### config.mk
export PLATFORM = sky130hd
export DESIGN_NAME = mbrd_decode
export DESIGN_NICKNAME = d
export VERILOG_FILES = /design/src/hw/rtl/memory_board_region_decoder_unit_assert.svh /design/src/hw/rtl/mbrd_pkg.sv /design/src/hw/rtl/mbrd_decode.sv
export SDC_FILE = /design/constraint.sdc
export NUM_CORES = 1
export LEC_CHECK = 0
export ABC_AREA = 1
export BUFFER_PORTS_ARGS = -buffer_cell sky130_fd_sc_hd__buf_2
export CAP_MARGIN = 5
export CELL_PAD_IN_SITES_DETAIL_PLACEMENT = 0
export CELL_PAD_IN_SITES_GLOBAL_PLACEMENT = 1
export CORE_MARGIN = 5
export CORE_UTILIZATION = 34
export DETAILED_ROUTE_END_ITERATION = 12
export PLACE_DENSITY = 0.91
export RECOVER_POWER = 100
export SLEW_MARGIN = 20
export SYNTH_ARGS = -nofsm -noshare
export SYNTH_HDL_FRONTEND = slang
export SYNTH_SLANG_ARGS = --single-unit
### constraint.sdc
create_clock -name vclk -period 4.74
set_input_delay 0.237 -clock vclk [all_inputs]
set_output_delay 0.237 -clock vclk [all_outputs]
set_load 0.05 [all_outputs]
### src/hw/rtl/memory_board_region_decoder_unit_assert.svh
// Assertion macros shared by the memory board decoder RTL.
`ifndef MEMORY_BOARD_REGION_DECODER_UNIT_ASSERT_SVH
`define MEMORY_BOARD_REGION_DECODER_UNIT_ASSERT_SVH

// Same-cycle implication, masked while reset is asserted.
`define MBRD_ASSERT_IMP(label, clk, rst_n, ante, cons) \
    label: assert property (@(posedge clk) disable iff (!(rst_n)) (ante) |-> (cons)) \
        else $error("memory board decoder: same-cycle check failed");

// Next-cycle implication, masked while reset is asserted.
`define MBRD_ASSERT_NXT(label, clk, rst_n, ante, cons) \
    label: assert property (@(posedge clk) disable iff (!(rst_n)) (ante) |=> (cons)) \
        else $error("memory board decoder: next-cycle check failed");

`endif

### src/hw/rtl/mbrd_pkg.sv
package mbrd_pkg;

    localparam int unsigned ADDR_W   = 24;
    localparam int unsigned KW_SHIFT = 10;
    localparam int unsigned PAGE_W   = ADDR_W - KW_SHIFT;
    localparam int unsigned WORD_W   = 16;
    localparam int unsigned MAX_ROMS = 2;

    localparam int unsigned RAM_DEPTH_DEF = 65536;
    localparam int unsigned ROM_DEPTH_DEF = 16384;
    localparam int unsigned ROM_COUNT_DEF = 2;

    localparam int unsigned IN_TDATA_W  = 48;
    localparam int unsigned OUT_TDATA_W = 24;
    localparam int unsigned CFG_INDEX_W = 3;
    localparam int unsigned CFG_DATA_W  = 16;

    localparam logic [6:0] RAM_SIZE_KW_RST = 7'd64;

    typedef enum logic [1:0] {
        OP_READ    = 2'd0,
        OP_WRITE   = 2'd1,
        OP_PRELOAD = 2'd2
    } t_opcode;

    typedef enum logic [1:0] {
        ST_DONE       = 2'd0,
        ST_NO_MEM     = 2'd1,
        ST_RO_IGNORED = 2'd2
    } t_status;

    typedef enum logic [1:0] {
        RGN_RAM      = 2'd0,
        RGN_ROM_LOW  = 2'd1,
        RGN_ROM_HIGH = 2'd2,
        RGN_NONE     = 2'd3
    } t_region;

    typedef enum logic [CFG_INDEX_W-1:0] {
        CFG_RAM_SIZE      = 3'd0,
        CFG_ROM_LOW_BASE  = 3'd1,
        CFG_ROM_LOW_SIZE  = 3'd2,
        CFG_ROM_HIGH_BASE = 3'd3,
        CFG_ROM_HIGH_SIZE = 3'd4,
        CFG_ROM_WRITABLE  = 3'd5,
        CFG_FILL_VALUE    = 3'd6
    } t_cfg_index;

    typedef struct packed {
        logic [6:0]        ram_size_kw;
        logic [PAGE_W-1:0] rom_low_base_kw;
        logic [4:0]        rom_low_size_kw;
        logic [PAGE_W-1:0] rom_high_base_kw;
        logic [4:0]        rom_high_size_kw;
        logic              rom_writable;
        logic [WORD_W-1:0] ram_fill_value;
    } t_cfg;

    typedef struct packed {
        logic    hit;
        logic    is_rom;
        t_region region;
    } t_decode;

endpackage

### src/hw/rtl/mbrd_decode.sv
module mbrd_decode #(
    parameter int unsigned RAM_DEPTH = mbrd_pkg::RAM_DEPTH_DEF,
    parameter int unsigned ROM_DEPTH = mbrd_pkg::ROM_DEPTH_DEF,
    parameter int unsigned ROM_COUNT = mbrd_pkg::ROM_COUNT_DEF,
    localparam int unsigned RAM_AW   = $clog2(RAM_DEPTH),
    localparam int unsigned ROM_AW   = $clog2(ROM_COUNT * ROM_DEPTH)
) (
    input  mbrd_pkg::t_cfg                   i_cfg,
    input  logic [mbrd_pkg::ADDR_W-1:0]      i_addr,
    output mbrd_pkg::t_decode                o_dec,
    output logic [RAM_AW-1:0]                o_ram_addr,
    output logic [ROM_AW-1:0]                o_rom_addr
);

    localparam int unsigned AW = mbrd_pkg::ADDR_W;
    localparam int unsigned PW = mbrd_pkg::PAGE_W;
    localparam int unsigned NR = mbrd_pkg::MAX_ROMS;

    logic [PW-1:0] page;
    logic [PW-1:0] rom_base  [NR];
    logic [4:0]    rom_size  [NR];
    logic [PW-1:0] rom_dpage [NR];
    logic [AW-1:0] rom_off   [NR];
    logic [NR-1:0] rom_hit;
    logic          ram_hit;

    assign page        = i_addr[AW-1:mbrd_pkg::KW_SHIFT];
    assign rom_base[0] = i_cfg.rom_low_base_kw;
    assign rom_base[1] = i_cfg.rom_high_base_kw;
    assign rom_size[0] = i_cfg.rom_low_size_kw;
    assign rom_size[1] = i_cfg.rom_high_size_kw;

    // Each ROM window: page at or above base, offset under both size and depth.
    always_comb begin
        for (int r = 0; r < NR; r++) begin
            rom_dpage[r] = page - rom_base[r];
            rom_off[r]   = {rom_dpage[r], i_addr[mbrd_pkg::KW_SHIFT-1:0]};
            rom_hit[r]   = (r < ROM_COUNT) && (rom_size[r] != 5'd0)
                        && (page >= rom_base[r])
                        && (rom_dpage[r] < PW'(rom_size[r]))
                        && (rom_off[r] < AW'(ROM_DEPTH));
        end
    end

    assign ram_hit = (page < PW'(i_cfg.ram_size_kw))
                  && ({1'b0, i_addr} < (AW + 1)'(RAM_DEPTH));

    always_comb begin
        o_dec.hit    = 1'b1;
        o_dec.is_rom = 1'b1;
        o_dec.region = mbrd_pkg::RGN_NONE;
        o_rom_addr   = ROM_AW'(rom_off[0]);
        if (rom_hit[1]) begin
            o_dec.region = mbrd_pkg::RGN_ROM_HIGH;
            o_rom_addr   = ROM_AW'(ROM_DEPTH) + ROM_AW'(rom_off[1]);
        end else if (rom_hit[0]) begin
            o_dec.region = mbrd_pkg::RGN_ROM_LOW;
        end else if (ram_hit) begin
            o_dec.is_rom = 1'b0;
            o_dec.region = mbrd_pkg::RGN_RAM;
        end else begin
            o_dec.hit    = 1'b0;
            o_dec.is_rom = 1'b0;
        end
    end

    assign o_ram_addr = i_addr[RAM_AW-1:0];

endmodule

Word-level counts from Yosys, hierarchy flattened

Cells that the tools add are included.

Memories kept: 0
Latch bits: 0
RAM bits: 0
Input bits: 86
Memory bits (read-only): 0
Output and inout bits: 35
Flip-flop bits (word level): 0
Word-level logic and storage cells: 27

$lt $le $gt $ge: 8
$mul: 0
Div/mod/pow operators: 0
Reduce and logical (&&, ||, !) cells: 9
Shifts and indexed selects: 0
Bitwise logic cells: 0
Equality and inequality tests: 0
Mux-type cells: 7
$add $sub $neg: 3

Operator list:

| kind                                                 | count |
|---|---|
| < comparator 24 x 15 -> 1 bit, second input constant | 2 |
| greater-or-equal comparator 14 bit                   | 2 |
| < comparator 14 x 5 -> 1 bit                         | 2 |
| subtractor 14 bit                                    | 2 |
| < comparator 24 x 17 -> 1 bit, second input constant | 1 |
| adder 15 bit, first input constant                   | 1 |
| 2-to-1 mux 15 bit                                    | 1 |
| < comparator 14 x 7 -> 1 bit                         | 1 |
| 2-to-1 mux 2 bit                                     | 5 |
| nonzero test 5 bit                                   | 2 |
| logical AND 1 bit                                    | 7 |
| 2-to-1 mux 1 bit                                     | 1 |

Longest topological paths before layout

Gate-level depths: netlist (run 1).

Depth after elaboration: 6
Depth in mapped cells: 21
Depth with buffers taken out: 20

Least setup slack after synthesis (run 1)

OpenSTA, ideal clock, no wires.

Path type: in2out
From: input i_addr[10] in the netlist's numbering
To: output o_dec[0] in the netlist's numbering
Slack: 1.736 ns
Stages on the path: 17
Required time: 4.503 ns
Arrival: 2.767 ns
Path buffers: 0
Path through: inv_1 ha_1 inv_1 fa_1 nand3_1 nand2_1 nand2_1 nand2_1 ha_1 o21bai_1 nor2_1 nand2_1 nor2_1 nand3_1 nor2_1 nand2_1 a21oi_1

RTL lines:

| item        | line              | RTL |
|---|---|---|
| from (decl) | mbrd_decode.sv:9  | `input logic [mbrd_pkg::ADDR_W-1:0] i_addr,` |
| to (decl)   | mbrd_decode.sv:10 | `output mbrd_pkg::t_decode o_dec,` |

Worst setup path after layout (run 1)

From: input i_addr[12] in the netlist's numbering
To: output o_rom_addr[13]

Cells in the longest elaborated chain, start to end: 5
Elaborated cells on any way between the ends: 10
Classes of those cells: add/sub (3); order compare (3); mux (1); reduce/logical (3)

Ends and longest elaborated chain:

| item                                                                                  | line              | RTL |
|---|---|---|
| parallel branches: the longest is 4 deep, another holds < comparator 24 x 15 -> 1 bit | --                |  |
| 2-to-1 mux 15 bit *                                                                   | mbrd_decode.sv:53 | `if (rom_hit[1]) begin` |
| to (decl)                                                                             | mbrd_decode.sv:12 | `output logic [ROM_AW-1:0] o_rom_addr` |

Every way passes the cells marked *.

==> results by group, run 1 <==
Status
  • Status: finished, final reports clean

Critical path
  • Worst-path fanout max: 7
  • Crit. Startpoint: i_addr[12]
  • Buf/Inv on CP: 3
  • Cells along the critical path: buf_2, ha_1, nand2_1, nand2_1, inv_2, nand2_2, xor2_1, ha_1, a21oi_1, nand2_1, nand2_1, nand2_1, nor2_1, nand4_1, nor2_4, nand2_1, nand2_1, clkbuf_1
  • Crit-path slowest cell: clkbuf_1
  • CP dominant cell by count: nand2_1
  • Endpoint type of the worst setup path: primary output
  • Required arrival time at the worst endpoint: 4.50 ns
  • Crit Path Category: in2out
  • Top delay family on crit path: simple AND/OR/NAND/NOR gates
  • CP Data Arrival Time: 3.22 ns
  • WP depth: 18
  • Max stage delay on crit path: 0.48 ns
  • Crit start category: input port
  • Worst setup path end: o_rom_addr[13]

Routing
  • DRC viols: 0
  • Via count: 3249
  • DR pass1 iterations: 4
  • DR iter-0 viols: 113
  • Antenna Nets Post-Route: 0
  • Final wirelength: 7730 um
  • WL/cell: 11.0 um
  • Via-per-instance ratio: 4.62

Logic synthesis
  • Synth Area in Adders: 20.3%
  • Post-synthesis mux area share: 0%
  • Cells after Synth: 551
  • Avg Cell Area, Syn: 5.05 sq um
  • Ys Warns: 0
  • Post-synthesis simple-gate area fraction: 47.4%
  • Compound-Gate Fraction of Synth Area: 5.35%
  • Post-synth cell types: 23
  • Synth Area in XOR/XNOR: 1.26%
  • Largest family of logic cells by synthesized area: simple AND/OR/NAND/NOR gates
  • Synth Cell Area: 2780 sq um
  • Mapped Nets: 681
  • Seq/Total Area, Yosys: 0%

Pwr
  • P_leak: 0.00208 uW
  • PwrDens: 130 nW/um^2
  • Switching Fraction: 65.7%
  • Internal Power: 137 uW
  • Net switching power: 261 uW
  • Worst VDD drop: 0.0499 mV
  • Clock share of power: 0%
  • Logic pwr share: 100.0%
  • Flop pwr share: 0%
  • Final Power: 398 uW

GRT
  • Vias in the first global route: 3070
  • First-pass GRT wire length: 12600 um
  • Gr ovfl total: 0
  • Initial antenna violation count: 0
  • Largest net degree at the start of global routing: 8
  • All-Layer GR Usage: 14.8%

Timing
  • Minimum clock period: 3.45 ns
  • Final Hold Viols: 0
  • Setup TNS: 0 ns
  • Max-slew violations: 0
  • RSZ-0062 raised after global routing: false
  • Period utilization: 72.9%
  • Setup ws final: 1.29 ns
  • Worst-Margin Slew: 0.623 ns
  • Max Freq: 289 MHz
  • Relative slew margins: 58.6%
  • Final Setup Violations: 0

Min path
  • Hold path cells: 0
  • Min-delay worst type: in2out

Clock tree
  • CTS hold repair buffers: 0
  • Postcts setup bufs: 0
  • PostCTS Resize Cnt: 0

Layout
  • Fillers: 970
  • N_diodes: 0
  • Share of cells above drive strength 1: 11.5%
  • Seq cells: 0
  • Clock buf count: 0
  • Storage element area: 0 sq um
  • Nets: 730
  • Syn-to-layout area delta: 9.94%

Die
  • Die X-Extent: 100 um
  • Die ar.: 10100 sq um
  • Boundary pin count: 121
  • Initial Utilization: 34.4%
  • Die Y: 100 um
  • Core area: 8090 sq um
  • Row Count: 33

Placement
  • Place WS: 1.53 ns
  • RD Place Congestion: 0.884
  • Port-buffer cells: 74
  • DP HPWL: 6900 um

Flow run
  • Max-cap check violation count: 0
[cell type report]
cell class / count / area [sq um] / share of cell area [%]
Multi-Input combinational cell: 389 / 2070 / 67.6
Tap cell: 105 / 131 / 4.30
Inverter: 135 / 507 / 16.6
Timing Repair Buffer: 74 / 352 / 11.5
[worst min-delay path by stage]
| stage | from | slack, ns | endpoint |
|---|---|---|---|
| finish | i_addr[0] | 0.47 | o_rom_addr[0] |
| global route | i_addr[0] | 0.47 | o_ram_addr[0] |
| CTS | i_addr[1] | 0.47 | o_ram_addr[1] |
| detailed placement | i_addr[1] | 0.47 | o_ram_addr[1] |
| global placement | i_addr[1] | 0.47 | o_ram_addr[1] |
| floorplan | i_addr[0] | 0.64 | o_ram_addr[0] |
[power by group through the flow]
stage	logic, uW	clock network [uW]	registers [uW]
global placement	391	0	0
detailed placement	400	0	0
finish	398	0	0
CTS	401	0	0
floorplan	346	0	0
global route	455	0	0
[synthesized netlist by cell type, drive strengths merged]
library cell	instances	share of area (%)
o21ai	1	0.18
nand4	15	3.4
fa	2	1.4
and2	2	0.45
o221ai	1	0.31
nand3	48	8.8
nor4	1	0.23
a21boi	1	0.27
a21oi	24	4.3
buf	27	7.4
nor2	40	5.7
nor3	3	0.54
nand3b	2	0.54
inv	135	18
nand2	202	28
ha	42	19
o21bai	1	0.27
xor2	4	1.3
[kinds of logic (layout without fill, tap and decap cells)]
family,count (synthesis),count (layout)
xor gates and xnor gates,4,4
and+or+nand+nor,313,313
AOI/OAI and AO/OA,28,28
buffers and inverters,162,209
adders and majority gates,44,44
[layer usage]
metal	global-route usage (%)	share of wire, %	vias up	routed length (um)
li1	-	-	1750	-
met1	17.4	43	1435	3340
met2	29.9	53	54	4080
met3	0.695	2.7	10	207
met4	2.07	1.3	0	104
met5	0	0	-	0
[layout by cell type, fill, tap and decap left out, types with 2 or more instances in the layout]
master,Yosys,final
and2_1,2,2
inv_2,2,2
a21oi_1,24,24
ha_1,42,42
nand3b_1,2,2
nand4_1,15,15
buf_2,0,59
inv_1,133,133
nor3_1,3,3
nand2_1,196,196
nand3_1,47,47
nand2_2,6,6
clkbuf_1,0,15
nor2_1,39,39
xor2_1,4,4
fa_1,2,2
[metrics by stage]
step                hold WS, ns  utilization, %  instance area [sq um]  instances
floorplan                 0.641               -                   2780        551
CTS                       0.475            38.0                   3080        703
detailed placement        0.475            38.0                   3080        703
global placement          0.475            38.0                   3080        703
global route              0.474            37.8                   3060        703
finish                    0.474            37.8                   3060        703
No activity file was read; power rests on OpenSTA's default activity.
==> run 2: changes to the inputs <==
--- a/config.mk
+++ b/config.mk
@@ -11,9 +11,9 @@
 export CELL_PAD_IN_SITES_DETAIL_PLACEMENT = 0
 export CELL_PAD_IN_SITES_GLOBAL_PLACEMENT = 1
 export CORE_MARGIN = 5
-export CORE_UTILIZATION = 34
+export CORE_UTILIZATION = 29
 export DETAILED_ROUTE_END_ITERATION = 12
-export PLACE_DENSITY = 0.91
+export PLACE_DENSITY = 0.83
 export RECOVER_POWER = 100
 export SLEW_MARGIN = 20
 export SYNTH_ARGS = -nofsm -noshare
==> constraint.sdc (replaced) <==
create_clock -name vclk -period 2.9
set_input_delay 0.145 -clock vclk [all_inputs]
set_output_delay 0.145 -clock vclk [all_outputs]
set_load 0.05 [all_outputs]
==> results by group, run 2 (synthesis gave the netlist of run 1 again) <==
Critical path
  • Max stage delay on crit path: 0.43 ns (was 0.48 ns)
  • Endpoint type of the worst setup path: primary output (unchanged)
  • Crit-path slowest cell: fa_2 (was clkbuf_1)
  • Crit start category: input port (unchanged)
  • Worst-path fanout max: 7 (unchanged)
  • Crit Path Category: in2out (unchanged)
  • Required arrival time at the worst endpoint: 2.76 ns (was 4.50 ns)
  • CP dominant cell by count: nand2_1 (unchanged)
  • CP Data Arrival Time: 2.61 ns (was 3.22 ns)
  • Cells along the critical path: buf_2, inv_4, ha_4, inv_2, fa_2, xor2_2, ha_1, nand2_1, inv_1, nand2_1, nand2_1, nand2_2, nand2_1, nor2_2, nand3_1, nor2_1, nand2_2, nand2_1, nand2_1, buf_4 (was buf_2, ha_1, nand2_1, nand2_1, inv_2, nand2_2, xor2_1, ha_1, a21oi_1, nand2_1, nand2_1, nand2_1, nor2_1, nand4_1, nor2_4, nand2_1, nand2_1, clkbuf_1)

Layout
  • Clock buf count: 0 (unchanged)
  • Commonest non-fill, non-tap cells in the layout: 193 x nand2_1, 131 x inv_1, 60 x buf_2 (was 196 x nand2_1, 133 x inv_1, 59 x buf_2)
  • Seq cells: 0 (unchanged)
  • Storage element area: 0 sq um (unchanged)
  • Layout Utilization: 35.5% (was 37.8%)
  • Fillers: 1119 (was 970)
  • Nets: 745 (was 730)
  • N_diodes: 0 (unchanged)
  • Syn-to-layout area delta: 18.5% (was 9.94%)
  • Share of cells above drive strength 1: 17.3% (was 11.5%)
  • Area of the multi-input gates: 2120 sq um (was 2070 sq um)
  • Commonest non-fill, non-tap cell in the layout: nand2_1 (unchanged)

Status
  • Status: finished, final reports clean (unchanged)

Clock tree
  • CTS hold repair buffers: 0 (unchanged)

Timing
  • Max Freq: 363 MHz
  • Setup ws final: 0.147 ns (was 1.29 ns)
  • Period utilization: 94.9%
  • Relative slew margins: 60.1% (was 58.6%)
  • Final Hold Viols: 0 (unchanged)
  • Worst-Margin Slew: 0.601 ns (was 0.623 ns)
  • Max-slew violations: 0 (unchanged)
  • Minimum clock period: 2.75 ns
  • Setup TNS: 0 ns (unchanged)
  • Final Setup Violations: 0 (unchanged)

Routing
  • Via count: 3304 (was 3249)
  • DRC viols: 0 (unchanged)
  • DR iter-0 viols: 96 (was 113)
  • Final wirelength: 8130 um (was 7730 um)
  • WL/cell: 11.0 um (about the same)
  • Via-per-instance ratio: 4.45 (was 4.62)
  • Antenna Nets Post-Route: 0 (unchanged)
  • DR pass1 iterations: 4 (unchanged)

GRT
  • First-pass GRT wire length: 13200 um (was 12600 um)
  • Largest net degree at the start of global routing: 8 (unchanged)
  • Initial antenna violation count: 0 (unchanged)
  • Vias in the first global route: 3182 (was 3070)
  • All-Layer GR Usage: 13.4% (was 14.8%)
  • Gr ovfl total: 0 (unchanged)

Die
  • Row Count: 35 (was 33)
  • Boundary pin count: 121 (unchanged)
  • Die Y: 108 um (was 100 um)
  • Die X-Extent: 108 um (was 100 um)
  • Core area: 9280 sq um (was 8090 sq um)
  • Die ar.: 11700 sq um (was 10100 sq um)
  • Initial Utilization: 30.0% (was 34.4%)

Pwr
  • PwrDens: 218 nW/um^2 (was 130 nW/um^2)
  • Worst VDD drop: 0.0880 mV (was 0.0499 mV)
  • P_leak: 0.00219 uW (was 0.00208 uW)
  • Final Power: 720 uW (was 398 uW)

Flow run
  • Max-cap check violation count: 0 (unchanged)

Placement
  • RD Place Congestion: 0.909 (was 0.884)
  • Place WS: -0.0471 ns (was 1.53 ns)
  • DP HPWL: 7260 um (was 6900 um)
  • Port-buffer cells: 74 (unchanged)

Min path
  • Min-delay worst type: in2out (unchanged)
[run 2: routing by layer]
metal / vias to the layer above / share of wire (%) / global-route usage, %
li1: 1785 / - / -
met1: 1456 / 42 / 15.8
met2: 51 / 53 / 26.6
met3: 12 / 3.5 / 0.657
met4: 0 / 1.5 / 2.25
met5: - / 0 / 0
[run 2: metrics by stage]
| stage | hold slack [ns] | instance area [sq um] | std cells |
|---|---|---|---|
| floorplan | 0.457 | 2780 | 551 |
| global placement | 0.291 | 3210 | 741 |
| detailed placement | 0.291 | 3210 | 741 |
| CTS | 0.291 | 3220 | 741 |
| global route | 0.290 | 3300 | 742 |
| finish | 0.290 | 3300 | 742 |
[run 2: path summary, 6_finish.rpt]
check  startpoint              to  cells after the start
max    i_addr[10]  o_rom_addr[12]                     20
min     i_addr[8]   o_ram_addr[8]                      0
[run 2: power by group]
| group | internal (uW) | total (uW) | switching, uW |
|---|---|---|---|
| clock network | 0 | 0 | 0 |
| logic | 274 | 720 | 446 |
| registers | 0 | 0 | 0 |
| total | 274 | 720 | 446 |
[run 2: repair_timing]
item                       in CTS  in global routing
gates resized for setup         3                 29
gates cloned                    0                  0
pin swaps                       1                  7
setup endpoints to repair       8                  9
buffers inserted                0                  1
[run 2: layout make-up]
cell class         instances  area share (%)
inverters                135            15.4
well taps                129            4.90
repair buffers            89            15.4
multi-input cells        389            64.3
[run 2: critical path: cells and delay by family]
family / cells / cell delay (ns)
and+or+nand+nor: 11 / 1.01
adders and majority gates: 3 / 0.82
buffers and inverters: 5 / 0.44
xor gates and xnor gates: 1 / 0.20
